**config.mk**
```make
export PLATFORM = sky130hd
export DESIGN_NAME = gwg_ctrl
export DESIGN_NICKNAME = d
export VERILOG_FILES = /design/src/rtl/core/gwg_pkg.sv /design/src/rtl/core/gwg_ctrl.sv
export SDC_FILE = /design/constraint.sdc
export NUM_CORES = 1
export LEC_CHECK = 0
export BUFFER_PORTS_ARGS = -buffer_cell sky130_fd_sc_hd__buf_2
export CAP_MARGIN = 5
export CORE_AREA = 2 2 39 41
export CTS_BUF_LIST = sky130_fd_sc_hd__clkbuf_4 sky130_fd_sc_hd__clkbuf_8
export DETAILED_ROUTE_END_ITERATION = 10
export DIE_AREA = 0 0 41 43
export GPL_ROUTABILITY_DRIVEN = 0
export MAX_ROUTING_LAYER = met4
export PLACE_DENSITY = 0.47
export REMOVE_ABC_BUFFERS = 1
export SLEW_MARGIN = 10
export SYNTH_ARGS = -nofsm -noshare
export SYNTH_HDL_FRONTEND = slang
export SYNTH_SLANG_ARGS = --single-unit
```
**constraint.sdc**
```tcl
create_clock -name clk -period 1.4 [get_ports clk]
set_input_delay 0.28 -clock clk [delete_from_list [all_inputs] [get_ports clk]]
set_output_delay 0.28 -clock clk [all_outputs]
set_load 0.005 [all_outputs]
```
**src/rtl/core/gwg_pkg.sv**
```systemverilog
package gwg_pkg;

	// tuser codes of an input beat
	localparam logic FUNC_SEED = 1'b0;
	localparam logic FUNC_DRAW = 1'b1;

	// seeding recurrence
	localparam logic [31:0] SEED_MULT  = 32'd1812433253;
	localparam int unsigned SEED_SHIFT = 30;

	// regeneration mixing shifts
	localparam int unsigned FOLD_SHR  = 17;
	localparam int unsigned FOLD_SHL  = 22;
	localparam int unsigned MIX_SHL_A = 5;
	localparam int unsigned MIX_SHL_B = 9;

	typedef enum logic [2:0] {
		ST_IDLE,
		ST_SEED_MUL,
		ST_SEED_ADD,
		ST_REGEN_RD,
		ST_REGEN_WR,
		ST_DRAW_RD,
		ST_DRAW_OUT
	} gwg_state_t;

	typedef struct packed {
		logic seed_start;   // load seed, write word 0
		logic seed_mul;     // multiply step of the recurrence
		logic seed_add;     // add index, write word or carry
		logic regen_start;  // rewind regeneration pointers
		logic regen_rd;     // read word i and its far partner
		logic regen_wr;     // mix and write word i
		logic draw_rd;      // read word at read position
		logic draw_out;     // load output register, advance position
	} gwg_cmd_t;

	typedef struct packed {
		logic seed_last;    // seed counter reached the carried word
		logic regen_last;   // regeneration at the last word
		logic pos_end;      // read position past the store
		logic out_free;     // output register can take a word
	} gwg_status_t;

endpackage

```
**src/rtl/core/gwg_ctrl.sv**
```systemverilog
module gwg_ctrl (
	input  logic                clk,
	input  logic                arst_n,
	input  logic                s_tvalid,
	output logic                s_tready,
	input  logic                func,
	input  gwg_pkg::gwg_status_t status,
	output gwg_pkg::gwg_cmd_t    cmd
);
	import gwg_pkg::*;

	gwg_state_t state_q;
	gwg_state_t state_nxt;

	always_ff @(posedge clk or negedge arst_n) begin
		if (!arst_n) begin
			state_q <= ST_IDLE;
		end else begin
			state_q <= state_nxt;
		end
	end

	always_comb begin
		state_nxt = state_q;
		case (state_q)
			ST_IDLE: begin
				if (s_tvalid) begin
					if (func == FUNC_SEED) begin
						state_nxt = ST_SEED_MUL;
					end else if (status.pos_end) begin
						state_nxt = ST_REGEN_RD;
					end else begin
						state_nxt = ST_DRAW_RD;
					end
				end
			end
			ST_SEED_MUL: state_nxt = ST_SEED_ADD;
			ST_SEED_ADD: begin
				state_nxt = status.seed_last ? ST_IDLE : ST_SEED_MUL;
			end
			ST_REGEN_RD: state_nxt = ST_REGEN_WR;
			ST_REGEN_WR: begin
				state_nxt = status.regen_last ? ST_DRAW_RD : ST_REGEN_RD;
			end
			ST_DRAW_RD: state_nxt = ST_DRAW_OUT;
			ST_DRAW_OUT: begin
				if (status.out_free) begin
					state_nxt = ST_IDLE;
				end
			end
			default: state_nxt = ST_IDLE;
		endcase
	end

	always_comb begin
		cmd      = '0;
		s_tready = 1'b0;
		case (state_q)
			ST_IDLE: begin
				s_tready        = 1'b1;
				cmd.seed_start  = s_tvalid && (func == FUNC_SEED);
				cmd.regen_start = s_tvalid && (func == FUNC_DRAW) && status.pos_end;
			end
			ST_SEED_MUL: cmd.seed_mul = 1'b1;
			ST_SEED_ADD: cmd.seed_add = 1'b1;
			ST_REGEN_RD: cmd.regen_rd = 1'b1;
			ST_REGEN_WR: cmd.regen_wr = 1'b1;
			ST_DRAW_RD:  cmd.draw_rd  = 1'b1;
			ST_DRAW_OUT: cmd.draw_out = status.out_free;
			default: begin
				cmd      = '0;
				s_tready = 1'b0;
			end
		endcase
	end

endmodule

```
After elaboration in Yosys (flattened, before gate mapping)
Index checks and enable logic that the tools add are counted.

word-level totals
  bits in registers = 3
  input port bits = 8
  output and inout bits = 9
  word-level logic and storage cells = 31

operators by class
  equal/unequal tests = 8
  multiplexer cells = 16
  bitwise logic cells = 1
  reduce and logical (&&, ||, !) cells = 5

operators by type and width
  cell                                           count
  case mux 3 bit (7 select lines)                1
  two-way mux 3 bit                              5
  two-way mux 1 bit                              10
  == test 3 bit, second input constant           3
  == test 3 x 2 -> 1 bit, second input constant  2
  inequality test 2 bit, second input constant   2
  == test 3 x 1 -> 1 bit, second input constant  1
  logical AND 1 bit                              3
  zero test 3 bit                                1
  AND reduction 2 bit                            1
  inverter 1 bit                                 1

Longest topological paths before layout
  depth after elaboration = 4
  depth in mapped cells = 4
  mapped depth without buffers = 3

Worst setup path after synthesis
Ideal clock, no wire load.

  kind = register to output
  from = register state_q[2]
  to = output cmd[7] (netlist name)
  arrival = 1002 ps
  data required time = 1120 ps
  slack = 118 ps
  cell stages (with the launch flop) = 4
  path buffers = 1
  path through = dfrtp_1 > buf_2 > nor2b_1 > nor4b_1

RTL lines
  what                      RTL line        RTL
  start: declaration        gwg_ctrl.sv:12  gwg_state_t state_q;
  start signal: assignment  gwg_ctrl.sv:19  state_q <= state_nxt;
  end: declaration          gwg_ctrl.sv:8   output gwg_pkg::gwg_cmd_t cmd

==> results.json <==
{
  "utilization": 0.401,
  "relSlewSlack": 0.775,
  "fmax_ghz": 0.681,
  "vias_per_cell": 4.56,
  "die_h_um": 43,
  "syn_inst": 33,
  "r2r_slack_ns": 0.04,
  "r2r-start": "state_q[2]",
  "numCtsBuffers": 3,
  "grt_overflow": 0,
  "dieArea_um2": 1760,
  "final_antenna_net_count": 0,
  "clock_latency_ns": 0.25,
  "reg.largest.list": "state_q (3)",
  "largest_reg_flops": 3,
  "yosys-top-cells-area": "dfrtp_1 (31%), nor2_1 (9.3%), buf_2 (6.2%)",
  "hold_depth": 3,
  "worst-slew-pin-transition_ns": 0.334,
  "synth_area_leader_cell": "dfrtp_1",
  "violations": "setup timing",
  "path_class": "reg2out",
  "yosys.area.top_type_share": 0.311,
  "area_delta_synth_final_pct": 130,
  "fin_crit_sh": 1.05,
  "grt_pass1_wl_um": 1190,
  "max_cap_viol_count": 0,
  "finalSetupViolations": 8,
  "path_clk_slew_ns": 0.04,
  "p_leak_nw": 0.257,
  "rsz0062_at_grt": "yes",
  "hold_violations": 0,
  "yosysUniqueCellTypes": 18,
  "regMostFlops": "state_q",
  "power.density_nw_per_um2": 2290,
  "die_w_um": 41,
  "wl_per_cell_um": 10.7,
  "yosys_warnings": 0,
  "worst_ir_drop_vdd_mv": 0.661,
  "pin_count": 17,
  "row_count": 14,
  "outcome": "finished with violations",
  "detailroute.via_count": 351,
  "arrival_ns": 1.19,
  "hpwlAfterDp_um": 521,
  "slew_violations": 0,
  "crit_path_start_kind": "flip-flop",
  "drt_pass1_iterations": 4,
  "root_buffer": "clkbuf_4",
  "antenna_cells": 0,
  "h-tree-depth": 1,
  "grtUsageTotal": 0.108,
  "core_area_um2": 1380,
  "cts.sinks": 3,
  "holdPathEnd": "state_q[0]",
  "grt_pass1_vias": 287,
  "synth_area_um2": 241,
  "cp_max_fo": 4,
  "drt_iter0_drc": 5,
  "routed_wl_um": 821,
  "r2r_end": "state_q[2]",
  "place_ws_ns": 0.0789,
  "cts.path.max_buffers": 2,
  "synth.avg_cell_area_um2": 7.32,
  "hold_slack_ns": 0.319,
  "cp-end-kind": "output pin",
  "antenna_found_initial": 0,
  "min_from": "s_tvalid",
  "initial_core_util": 0.175,
  "hold_path_class": "in2reg",
  "final_layout_size_suffix_gt1_frac": 0.770,
  "fin_nets": 70,
  "fin_crit_ns": 1.47,
  "setup_ws_ns": -0.0682,
  "drcViolationCount": 0,
  "yosysSeqAreaShare": 0.311,
  "port_buffers": 16,
  "clock_skew_ns": 0.00693,
  "reg2reg_depth": 5,
  "cts_tree": "yes",
  "required_ns": 1.12,
  "ys_seq_elements": 3,
  "grt_start_max_net_pins": 8
}
## cells by family after synthesis
logic type / count (synthesis) / synth area share
buffers and inverters: 4 / 0.0777
AO/OA/AOI/OAI: 7 / 0.187
AND/OR/NAND/NOR: 19 / 0.425
flip-flops: 3 / 0.311
## synth_stat cells, drive strengths merged
| master | instances |
|---|---|
| nand2 | 1 |
| nand3 | 2 |
| buf | 3 |
| inv | 1 |
| nor2 | 6 |
| o21ai | 2 |
| nor2b | 1 |
| o22ai | 1 |
| nor4b | 1 |
| o31ai | 1 |
| a31oi | 2 |
| or3b | 1 |
| nand2b | 2 |
| and3 | 2 |
| o2bb2ai | 1 |
| nor3b | 1 |
| nor3 | 2 |
| dfrtp | 3 |
## routing by layer
metal | GRT usage | vias to the layer above | part of all wire
li1 | - | 176 | -
met1 | 0.123 | 162 | 0.40
met2 | 0.144 | 11 | 0.52
met3 | 0.0314 | 2 | 0.046
met4 | 0.100 | 0 | 0.027
met5 | - | - | 0
## worst max-delay path by stage
stage | start | to | slack [ns] | cells after the start
after floorplan | state_q[2] | cmd[7] | 0.17 | 2
final | state_q[2] | cmd[7] | -0.07 | 3
after global placement | state_q[0] | state_q[2] | 0.08 | 3
after CTS | state_q[2] | cmd[7] | -0.08 | 3
after detailed placement | state_q[2] | cmd[7] | 0.08 | 3
after global routing | state_q[2] | cmd[4] | -0.14 | 4
## power breakdown
group	internal (W)	leakage [nW]	switching, W	total, W
registers	0.000138	0.0342	0.0000970	0.000235
logic	0.000508	0.204	0.000344	0.000852
clock network	0.000127	0.0184	0.0000563	0.000183
## final cells by class
class	count	area, um^2
fillers	142	830
multi-input cells	26	226
repair buffers	27	194
flip-flops and latches	3	77.6
clock buffers	4	30.0
well taps	16	20.0
inverters	1	6.26
## critical path: stages, from the launching register on
cell     delay (ns)
dfrtp_1        0.42
nor2b_2        0.18
nor4b_2        0.21
buf_2          0.15
## stage by stage
step	TNS, ns	power (W)	instance area, um^2	cells
after floorplan	0	0.000421	226	30
after global routing	-0.754	0.00136	554	77
final	-0.243	0.00127	554	77
after detailed placement	0	0.000619	342	64
after global placement	0	0.000615	342	64
after CTS	-0.373	0.000955	438	73
## cells in the final DEF (no fill, tap or decap), types with 3 or more instances in the layout
cell type,count
buf_6,7
buf_4,4
nor2_1,3
clkbuf_4,4
buf_2,15
## repair_timing
item,CTS,global route
endpoints found under the setup margin,9,10
pin swaps,1,7
buffers inserted,4,4
hold buffers,1,0
hold endpoints to repair,3,0
resized for setup,8,21
(Power assumes the default switching activity.)
